`src/design/wbm_pkg.sv`:
```
package wbm_pkg;

  localparam int MAX_WORDS    = 16;
  localparam int MAX_WORD_LEN = 8;
  localparam int POS_BITS     = 20;

  localparam int WORD_W     = 8 * MAX_WORD_LEN;
  localparam int LEN_W      = 4;
  localparam int CNT_W      = $clog2(MAX_WORDS + 1);
  localparam int IDX_W      = CNT_W;
  localparam int DICT_AW    = (MAX_WORDS > 1) ? $clog2(MAX_WORDS) : 1;
  localparam int HIST_DEPTH = MAX_WORDS * MAX_WORD_LEN;
  localparam int HIST_AW    = (HIST_DEPTH > 1) ? $clog2(HIST_DEPTH) : 1;
  localparam int SPAN_W     = $clog2(HIST_DEPTH + 1);
  localparam int PH_W       = (MAX_WORD_LEN > 1) ? $clog2(MAX_WORD_LEN) : 1;
  localparam int NO_WORD    = MAX_WORDS;

  localparam logic [POS_BITS-1:0] POS_MAX = '1;

  localparam logic [1:0] MODE_CLEAR   = 2'd0;
  localparam logic [1:0] MODE_LOAD    = 2'd1;
  localparam logic [1:0] MODE_TEXT    = 2'd2;
  localparam logic [1:0] MODE_RESTART = 2'd3;

  localparam logic [1:0] STATUS_OK        = 2'd0;
  localparam logic [1:0] STATUS_DICT_FULL = 2'd1;
  localparam logic [1:0] STATUS_TEXT_LONG = 2'd2;

  typedef logic [CNT_W-1:0]  cnt_t;
  typedef logic [IDX_W-1:0]  idx_t;
  typedef logic [SPAN_W-1:0] span_t;
  typedef cnt_t [MAX_WORDS-1:0] cnt_vec_t;

  typedef struct packed {
    logic [1:0]        mode;
    logic [WORD_W-1:0] word;
    logic [7:0]        text_byte;
  } item_t;

  typedef struct packed {
    logic                match_found;
    logic [POS_BITS-1:0] match_start;
    logic [1:0]          status;
    logic [CNT_W-1:0]    distinct_words;
  } result_t;

  typedef struct packed {
    logic clear;
    logic load;
  } dict_ctl_t;

  typedef struct packed {
    logic restart;
    logic step;
    logic dec_en;
  } win_ctl_t;

endpackage

```
`src/design/wbm_ram.sv`:
```
module wbm_ram #(
  parameter int WIDTH = 8,
  parameter int DEPTH = 16
) (
  input  logic                             clk,
  input  logic                             we,
  input  logic [$clog2(DEPTH)-1:0]         waddr,
  input  logic [WIDTH-1:0]                 wdata,
  input  logic [$clog2(DEPTH)-1:0]         raddr,
  output logic [WIDTH-1:0]                 rdata
);

  logic [WIDTH-1:0] mem [DEPTH];

  // read-first: a same-address read returns the old word; the write shows up on a later read
  always_ff @(posedge clk) begin
    if (we) begin
      mem[waddr] <= wdata;
    end
    rdata <= mem[raddr];
  end

endmodule

```
`src/design/wbm_dict.sv`:
```
module wbm_dict (
  input  logic                      clk,
  input  logic                      rst,
  input  wbm_pkg::dict_ctl_t        ctl,
  input  logic [wbm_pkg::WORD_W-1:0] key,
  output wbm_pkg::idx_t             cur,
  output wbm_pkg::cnt_t             distinct,
  output wbm_pkg::cnt_t             distinct_next,
  output wbm_pkg::cnt_t             total,
  output logic                      full,
  output wbm_pkg::cnt_vec_t         need
);
  import wbm_pkg::*;

  logic [WORD_W-1:0] entries [MAX_WORDS];
  logic              load_ok;
  logic              add_new;

  // parallel compare, lowest matching slot wins
  always_comb begin
    cur = IDX_W'(NO_WORD);
    for (int k = MAX_WORDS - 1; k >= 0; k--) begin
      if ((IDX_W'(k) < distinct) && (entries[k] == key)) begin
        cur = IDX_W'(k);
      end
    end
  end

  assign full    = (total >= CNT_W'(MAX_WORDS));
  assign load_ok = ctl.load && !full;
  assign add_new = load_ok && (cur == IDX_W'(NO_WORD));

  always_comb begin
    if (ctl.clear) begin
      distinct_next = '0;
    end else if (add_new) begin
      distinct_next = distinct + CNT_W'(1);
    end else begin
      distinct_next = distinct;
    end
  end

  always_ff @(posedge clk) begin
    if (rst) begin
      distinct <= '0;
      total    <= '0;
    end else begin
      distinct <= distinct_next;
      if (ctl.clear) begin
        total <= '0;
      end else if (load_ok) begin
        total <= total + CNT_W'(1);
      end
    end
  end

  always_ff @(posedge clk) begin
    if (add_new) begin
      entries[distinct[DICT_AW-1:0]] <= key;
      need[distinct[DICT_AW-1:0]]    <= CNT_W'(1);
    end else if (load_ok) begin
      need[cur[DICT_AW-1:0]] <= need[cur[DICT_AW-1:0]] + CNT_W'(1);
    end
  end

endmodule

```
`src/design/wbm_window.sv`:
```
module wbm_window (
  input  logic                     clk,
  input  logic                     rst,
  input  wbm_pkg::win_ctl_t        ctl,
  input  wbm_pkg::idx_t            cur,
  input  wbm_pkg::cnt_vec_t        need,
  input  wbm_pkg::cnt_t            distinct,
  input  logic [wbm_pkg::LEN_W-1:0] m,
  input  wbm_pkg::span_t           span,
  output logic                     sat_hit
);
  import wbm_pkg::*;

  cnt_vec_t             counts [MAX_WORD_LEN];
  cnt_t                 sat    [MAX_WORD_LEN];
  logic [PH_W-1:0]      phase;
  logic [PH_W-1:0]      phase_next;
  logic [HIST_AW-1:0]   wptr;
  logic [HIST_AW-1:0]   wptr_next;
  logic [HIST_AW-1:0]   raddr;
  span_t                wn_ext;
  idx_t                 ram_q;
  idx_t                 byp_data;
  idx_t                 prev;
  logic                 byp_hit;
  cnt_vec_t             row;
  cnt_vec_t             row_next;
  cnt_t                 sat_cur;
  cnt_t                 sat_mid;
  cnt_t                 sat_next;
  cnt_t                 mid_k;
  logic                 sat_dec;
  logic                 sat_inc;
  logic                 dec_k;
  logic                 inc_k;

  // leaving word first, then arriving word, per lane of the phase row
  always_comb begin
    row      = counts[phase];
    sat_cur  = sat[phase];
    prev     = byp_hit ? byp_data : ram_q;
    sat_dec  = 1'b0;
    sat_inc  = 1'b0;
    dec_k    = 1'b0;
    inc_k    = 1'b0;
    mid_k    = '0;
    row_next = row;
    for (int k = 0; k < MAX_WORDS; k++) begin
      dec_k = ctl.dec_en && (prev == IDX_W'(k)) && (row[k] != '0);
      inc_k = (cur == IDX_W'(k));
      if (dec_k && (row[k] == need[k])) begin
        sat_dec = 1'b1;
      end
      mid_k       = row[k] - CNT_W'(dec_k);
      row_next[k] = mid_k + CNT_W'(inc_k);
      if (inc_k && (row_next[k] == need[k])) begin
        sat_inc = 1'b1;
      end
    end
    sat_mid  = (sat_dec && (sat_cur != '0)) ? sat_cur - CNT_W'(1) : sat_cur;
    sat_next = sat_mid + CNT_W'(sat_inc);
  end

  assign sat_hit    = (distinct != '0) && (sat_next == distinct);
  assign phase_next = (LEN_W'(phase) == m - LEN_W'(1)) ? '0 : phase + PH_W'(1);

  always_comb begin
    if (ctl.restart) begin
      wptr_next = '0;
    end else if (ctl.step) begin
      wptr_next = (wptr == HIST_AW'(HIST_DEPTH - 1)) ? '0 : wptr + HIST_AW'(1);
    end else begin
      wptr_next = wptr;
    end
  end

  // history entry that leaves the window on the next word
  assign wn_ext = SPAN_W'(wptr_next);
  assign raddr  = (wn_ext >= span) ? HIST_AW'(wn_ext - span)
                                   : HIST_AW'(wn_ext + SPAN_W'(HIST_DEPTH) - span);

  wbm_ram #(
    .WIDTH (IDX_W),
    .DEPTH (HIST_DEPTH)
  ) u_hist (
    .clk   (clk),
    .we    (ctl.step),
    .waddr (wptr),
    .wdata (cur),
    .raddr (raddr),
    .rdata (ram_q)
  );

  always_ff @(posedge clk) begin
    if (rst || ctl.restart) begin
      for (int p = 0; p < MAX_WORD_LEN; p++) begin
        counts[p] <= '0;
        sat[p]    <= '0;
      end
      phase <= '0;
    end else if (ctl.step) begin
      counts[phase] <= row_next;
      sat[phase]    <= sat_next;
      phase         <= phase_next;
    end
  end

  always_ff @(posedge clk) begin
    if (rst) begin
      wptr    <= '0;
      byp_hit <= 1'b0;
    end else begin
      wptr    <= wptr_next;
      byp_hit <= ctl.step && (wptr == raddr);
    end
  end

  always_ff @(posedge clk) begin
    byp_data <= cur;
  end

endmodule

```
`src/design/word_bag_window_matcher.sv`:
```
// channel | signals                          | dir | beat
// item    | item_valid item_stall item       | in  | item_valid && !item_stall
// result  | result_valid result_stall result | out | result_valid && !result_stall
// cfg     | cfg_valid cfg_ready cfg_data     | in  | cfg_valid && cfg_ready
//
// One item per cycle sustained while result_stall lets results go; an accepted item
// is held in the input register, then one pass of lookup and window update writes the
// result register. History memory reads are registered, addressed from wptr_next.
// rst (synchronous) empties the dictionary, clears text and window state, word_len=1.
// result_stall holds the result register; with the input register full it stalls the item side.
// cfg_ready is low while an item sits in the input register.
module word_bag_window_matcher (
  input  logic                       clk,
  input  logic                       rst,
  input  logic                       item_valid,
  output logic                       item_stall,
  input  wbm_pkg::item_t             item,
  output logic                       result_valid,
  input  logic                       result_stall,
  output wbm_pkg::result_t           result,
  input  logic                       cfg_valid,
  output logic                       cfg_ready,
  input  logic [wbm_pkg::LEN_W-1:0]  cfg_data
);
  import wbm_pkg::*;

  item_t               s1;
  logic                s1_valid;
  logic                advance;
  logic                go;
  logic                cfg_we;
  logic [LEN_W-1:0]    word_len;
  logic [LEN_W-1:0]    m;
  logic [LEN_W-1:0]    sh;
  logic [POS_BITS-1:0] text_position;
  logic [POS_BITS-1:0] p_inc;
  logic [POS_BITS-1:0] j;
  logic [POS_BITS-1:0] start;
  logic [WORD_W-1:0]   recent_bytes;
  logic [WORD_W-1:0]   recent_new;
  logic [WORD_W-1:0]   text_key;
  logic [WORD_W-1:0]   load_key;
  logic [WORD_W-1:0]   key;
  logic                is_clear;
  logic                is_load;
  logic                is_text;
  logic                is_restart;
  logic                text_ok;
  logic                complete;
  logic                restart;
  logic                back_ok;
  logic                found;
  logic [1:0]          status;
  span_t               span;
  span_t               back;
  idx_t                cur;
  cnt_t                distinct;
  cnt_t                distinct_next;
  cnt_t                total;
  logic                full;
  cnt_vec_t            need;
  logic                sat_hit;
  dict_ctl_t           dict_ctl;
  win_ctl_t            win_ctl;

  assign advance    = !result_valid || !result_stall;
  assign item_stall = s1_valid && !advance;
  assign go         = s1_valid && advance;
  assign cfg_ready  = !s1_valid;
  assign cfg_we     = cfg_valid && cfg_ready;

  always_ff @(posedge clk) begin
    if (rst) begin
      s1_valid     <= 1'b0;
      result_valid <= 1'b0;
    end else begin
      s1_valid     <= (item_valid && !item_stall) || (s1_valid && !advance);
      result_valid <= go || (result_valid && result_stall);
    end
  end

  always_ff @(posedge clk) begin
    if (item_valid && !item_stall) begin
      s1 <= item;
    end
  end

  always_comb begin
    is_clear   = 1'b0;
    is_load    = 1'b0;
    is_text    = 1'b0;
    is_restart = 1'b0;
    unique case (s1.mode)
      MODE_CLEAR:   is_clear   = 1'b1;
      MODE_LOAD:    is_load    = 1'b1;
      MODE_TEXT:    is_text    = 1'b1;
      MODE_RESTART: is_restart = 1'b1;
      default:      is_restart = 1'b1;
    endcase
  end

  always_comb begin
    if (word_len == '0) begin
      m = LEN_W'(1);
    end else if (word_len > LEN_W'(MAX_WORD_LEN)) begin
      m = LEN_W'(MAX_WORD_LEN);
    end else begin
      m = word_len;
    end
  end

  // last m bytes of the text, first byte lowest
  assign recent_new = {s1.text_byte, recent_bytes[WORD_W-1:8]};
  assign sh         = LEN_W'(MAX_WORD_LEN) - m;
  assign text_key   = recent_new >> {sh, 3'b000};

  always_comb begin
    for (int i = 0; i < MAX_WORD_LEN; i++) begin
      load_key[8*i +: 8] = (LEN_W'(i) < m) ? s1.word[8*i +: 8] : 8'h00;
    end
  end

  assign key = is_load ? load_key : text_key;

  assign text_ok  = is_text && (text_position != POS_MAX);
  assign p_inc    = text_position + POS_BITS'(1);
  assign complete = text_ok && (p_inc >= POS_BITS'(m));
  assign j        = p_inc - POS_BITS'(m);
  assign span     = SPAN_W'(total) * SPAN_W'(m);
  assign back     = SPAN_W'(total - CNT_W'(1)) * SPAN_W'(m);
  assign back_ok  = (j >= POS_BITS'(back));
  assign start    = j - POS_BITS'(back);
  assign restart  = cfg_we || (go && (is_clear || is_load || is_restart));

  assign dict_ctl.clear = go && is_clear;
  assign dict_ctl.load  = go && is_load;

  assign win_ctl.restart = restart;
  assign win_ctl.step    = go && complete;
  assign win_ctl.dec_en  = (total != '0) && (j >= POS_BITS'(span));

  wbm_dict u_dict (
    .clk           (clk),
    .rst           (rst),
    .ctl           (dict_ctl),
    .key           (key),
    .cur           (cur),
    .distinct      (distinct),
    .distinct_next (distinct_next),
    .total         (total),
    .full          (full),
    .need          (need)
  );

  wbm_window u_window (
    .clk      (clk),
    .rst      (rst),
    .ctl      (win_ctl),
    .cur      (cur),
    .need     (need),
    .distinct (distinct),
    .m        (m),
    .span     (span),
    .sat_hit  (sat_hit)
  );

  assign found = complete && sat_hit && back_ok;

  always_comb begin
    if (is_load && full) begin
      status = STATUS_DICT_FULL;
    end else if (is_text && !text_ok) begin
      status = STATUS_TEXT_LONG;
    end else begin
      status = STATUS_OK;
    end
  end

  always_ff @(posedge clk) begin
    if (rst) begin
      word_len      <= LEN_W'(1);
      text_position <= '0;
      recent_bytes  <= '0;
    end else begin
      if (cfg_we) begin
        word_len <= cfg_data;
      end
      if (restart) begin
        text_position <= '0;
        recent_bytes  <= '0;
      end else if (go && text_ok) begin
        text_position <= p_inc;
        recent_bytes  <= recent_new;
      end
    end
  end

  always_ff @(posedge clk) begin
    if (go) begin
      result.match_found    <= found;
      result.match_start    <= found ? start : '0;
      result.status         <= status;
      result.distinct_words <= distinct_next;
    end
  end

endmodule

```
`config.mk`:
```
export PLATFORM = sky130hd
export DESIGN_NAME = word_bag_window_matcher
export DESIGN_NICKNAME = d
export VERILOG_FILES = /design/src/design/wbm_pkg.sv /design/src/design/wbm_ram.sv /design/src/design/wbm_dict.sv /design/src/design/wbm_window.sv /design/src/design/word_bag_window_matcher.sv
export SDC_FILE = /design/constraint.sdc
export NUM_CORES = 2
export LEC_CHECK = 0
export ABC_AREA = 1
export BUFFER_PORTS_ARGS = -buffer_cell sky130_fd_sc_hd__buf_2
export CELL_PAD_IN_SITES_DETAIL_PLACEMENT = 2
export CELL_PAD_IN_SITES_GLOBAL_PLACEMENT = 2
export CORE_MARGIN = 4
export CORE_UTILIZATION = 37
export CTS_BUF_LIST = sky130_fd_sc_hd__clkbuf_8
export DETAILED_ROUTE_END_ITERATION = 10
export GPL_TIMING_DRIVEN = 0
export HOLD_SLACK_MARGIN = 0.08
export PLACE_DENSITY = 0.77
export SYNTH_ARGS = -nofsm -noshare
export SYNTH_HDL_FRONTEND = slang
export SYNTH_SLANG_ARGS = --single-unit
```
`constraint.sdc`:
```
create_clock -name clk -period 16.5 [get_ports clk]
set_input_delay 0 -clock clk [delete_from_list [all_inputs] [get_ports clk]]
set_output_delay 0 -clock clk [all_outputs]
set_load 0.01 [all_outputs]
```
==> summary.md <==
| Metric | Value |
|---|---|
| Status | `finished, violations left` |
| Failing checks | `capacitance limit, slew limit` |
| Share of layout cells above drive strength 1 | `0.09700` |
| Cell area after layout | `0.1421 mm²` |
| Root Driver | `clkbuf_8` |
| Combinational share of power | `0.176` |
| DRT Pass-1 Iters | `6` |
| Hold path depth | `3` |
| Die ar. | `0.3446 mm²` |
| Filler instances | `roughly 34,000` |
| Slew HR | `-0.05089` |
| Ys flop type | `edfxtp_1` |
| PwrDens | `114.3 mW/mm²` |
| Post-CTS Resized | `0` |
| Initial core utilization | `0.3718` |
| Fin nets | `12,560` |
| Synth Register Bits | `about 2,600` |
| Die height | `587.0 µm` |
| Worst setup startpoint | `word_len[3]$_SDFFE_PP0P_` |
| Switching Share | `0.3268` |
| Storage cell area | `0.07818 mm²` |
| Final setup vio count | `0` |
| Sequential-to-total area share from yosys stat | `0.6302` |
| Gpl congestion | `0.9472` |
| Syn_area_per_cell | `around 11 µm²` |
| Post-CTS Setup Inserts | `0` |
| P_leak | `~53 nW` |
| Top Ports | `114` |
| Worst slew pin tran | `1565 ps` |
| Clock power share | `0.356` |
| Area of the multi-input gates | `0.04003 mm²` |
| WL final | `594.5 mm` |
| Vias in the first global route | `110,600` |
| Die width | `slightly below 600 µm` |
| Sink Count | `2,642` |
| Number of port buffers | `113` |
| Dpl hpwl | `401.7 mm` |
| Asr flop ratio synth | `0` |
| CTS max path bufs | `4` |
| Warning count from the yosys run | `0` |
| Largest net degree at the start of global routing | `98` |
| Post-Syn Area | `0.1241 mm²` |
| Cell count of the worst reg-to-reg path | `between 40 and 50` |
| Initial antenna violation count | `27` |
| Reg2reg start | `word_len[3]$_SDFFE_PP0P_` |
| # H-tree levels | `5` |
| Synth unique cells | `86` |
| Drt via density | `between 6 and 7` |
| Worst Hold Class | `in2reg` |
| Post-DRT Antenna Nets | `0` |
| Later-pin clock latency in the skew report | `1190 ps` |
| Max Clk Rate | `64.97 MHz` |
| CP endpoint kind | `flop` |
| P&R area growth vs syn | `14.54%` |
| Int Power | `0.01093 W` |
| CTS tree | `yes` |
| CP max-delay cell | `xnor2_1` |
| DRC violations left | `0` |
| Startpoint types | `flop` |
| Post-synth EDFFs | `2,526` |
| First-pass GRT wire length | `828.9 mm` |
| Worst path buffer plus inverter count | `10` |
| Worst EP required | `around 17,000 ps` |
| Clock-pin slew on the worst setup and hold paths | `80 ps` |
| Crit path time final | `15,390 ps` |
| Post-placement cell area | `around 0.13 mm²` |
| Synth Instances | `11,410` |
| Skew final | `89.75 ps` |
| GRT overflow | `0` |
| RSZ-0062 raised after global routing | `no` |
| Crit-path max cell delay | `1210 ps` |
| Number of DRC markers in iteration 0 | `between 10,000 and 15,000` |
| Worst hold path startpoint | `item[47]` |
| Crit path max fanout | `21` |
| Max-cap violations | `15` |
| Setup CP Type | `reg2reg` |
| Hold Fails Final Rpt | `0` |
| Avg WL per Cell | `around 35 µm` |
| Synth Net Count | `11,690` |
| Max-slew violation count | `94` |
| Top delay family on crit path | `simple AND/OR/NAND/NOR gates` |
| Clock buffer count from CTS | `447` |
| Number of cells on the critical path | `46` |
| Setup TNS | `0 ps` |
| GRT Util Overall | `0.3311` |
| Rows | `around 210` |
| Sw power | `0.005305 W` |
| Total number of vias | `roughly 100k` |
| Final Cycle Share | `0.9329` |
| Seq pwr share | `0.468` |
| Maximum resistive drop on vdd | `0.0001421 V` |
| CP arrival | `roughly 16,000 ps` |
| Area of the core | `~0.33 mm²` |
[stage by stage]
step / utilization / instances / setup slack, ps / power, W / hold WS [ps]
6_report: 0.4258 / 17050 / 1107 / 0.01624 / 159.6
5_1_grt: 0.4257 / 17040 / 787.5 / 0.01663 / 162.2
4_1_cts: 0.4255 / 17030 / 1418 / 0.01601 / 80.07
3_5_place_dp: 0.3947 / 15990 / 1509 / 0.01038 / 178.4
3_3_place_gp: 0.3899 / 15910 / -12900 / 0.01024 / 176.4
2_1_floorplan: - / 11410 / 1803 / 0.009152 / 98.87
[state kept, by name, summed over array words and instances, names as in the netlist, named ones only]
name,flops
u_window.u_hist.mem,640
u_window.counts,640
u_window.byp_hit,1
u_dict.distinct,5
u_dict.total,5
u_window.sat,40
u_window.u_hist.rdata,5
u_window.wptr,7
s1_valid,1
u_window.byp_data,5
recent_bytes,56
word_len,4
recent_new,8
u_dict.entries,1024
text_position,20
u_dict.need,80
result_valid,1
s1,66
result,28
u_window.phase,3
[cell families after synthesis]
| logic type | after synthesis | share of synthesized area |
|---|---|---|
| compound gates | 1891 | 0.09236 |
| flops | 2642 | 0.6302 |
| simple gates | 4552 | 0.1559 |
| buf+inv | 1415 | 0.04861 |
| fa+ha+maj | 196 | 0.02177 |
| mux | 80 | 0.006455 |
| xor+xnor | 631 | 0.04476 |
[power by group through the flow]
stage / Combinational (W) / Sequential [W] / Clock, W
after floorplan: 0.00144 / 0.00771 / 0
after global placement: 0.00250 / 0.00775 / 0
after detailed placement: 0.00264 / 0.00774 / 0
after CTS: 0.00272 / 0.00760 / 0.00570
after global routing: 0.00296 / 0.00760 / 0.00607
final: 0.00286 / 0.00760 / 0.00577
[cell usage after synthesis (all sizes together) (86+ instances only)]
master | n | area, µm²
ha | 163 | 2039
a21oi | 210 | 1085
o22ai | 290 | 1814
xnor2 | 255 | 2233
o21ai | 956 | 4803
xor2 | 376 | 3319
inv | 827 | 3112
nor2 | 2007 | 7606
clkbuf | 357 | 1350
buf | 200 | 1453
nand4 | 183 | 1185
o221ai | 128 | 1121
edfxtp | 2526 | 75850
nor3 | 94 | 586.8
dfxtp | 116 | 2322
nand3 | 469 | 2512
nand2 | 1664 | 6535
o32ai | 86 | 753.2
[area by class of cell]
| class | instances | share of cell area |
|---|---|---|
| multi-input cells | 7350 | 0.2818 |
| flip-flops and latches | 2642 | 0.5502 |
| clock inverters | 351 | 0.01161 |
| inverters | 858 | 0.02279 |
| repair buffers | 421 | 0.02927 |
| diodes | 17 | 0.0002994 |
| plain buffers | 557 | 0.01983 |
| clock buffers | 471 | 0.04562 |
| well taps | 4387 | 0.03863 |
[metal layers]
metal / track usage / wire (µm) / vias to the layer above
li1: - / - / 41920
met1: 0.4085 / 222100 / 53790
met2: 0.5447 / 278000 / 6451
met3: 0.06881 / 56920 / 1850
met4: 0.1791 / 37360 / 18
met5: 0 / 113 / -
[tightest hold or removal path, stage by stage]
cell and delay [ps]:
dlygate4sd3_1 520, buf_2 110, dlygate4sd3_1 550
[layout by cell type, fill, tap and decap left out, drive strengths merged, types with 7 or more instances in the layout]
cell type	netlist	final
a2111oi	14	14
a211oi	36	36
a21oi	210	210
a221oi	55	55
a22o	21	21
a22oi	9	9
a31oi	21	21
and2	8	8
buf	200	406
clkbuf	357	830
clkinv	31	197
clkinvlp	0	7
dfxtp	116	116
diode	0	17
dlygate4sd3	0	213
edfxtp	2526	2526
fa	33	33
ha	163	163
inv	827	999
mux2i	80	80
nand2	1664	1664
nand3	469	469
nand3b	19	19
nand4	183	183
nor2	2007	2007
nor3	94	94
nor4	57	57
o2111ai	21	21
o211ai	10	10
o21ai	956	956
o221ai	128	128
o22ai	290	290
o32ai	86	86
or2	41	41
xnor2	255	255
xor2	376	376
[final timing paths]
kind                                                 endpoint  slack [ps]
worst max-delay path                 result[10]$_SDFFCE_PN0P_        1110
worst min-delay path                         s1[47]$_DFFE_PP_         160
worst max register to register       result[10]$_SDFFCE_PN0P_        1110
worst min register to register  recent_bytes[10]$_SDFFE_PP0P_         460
[repair_timing]
item                                    CTS  global route
endpoints found under the hold margin   230             0
endpoints found under the setup margin    0             0
hold buffers                            213             0
Note: power is estimated with default switching activity, not from simulation.
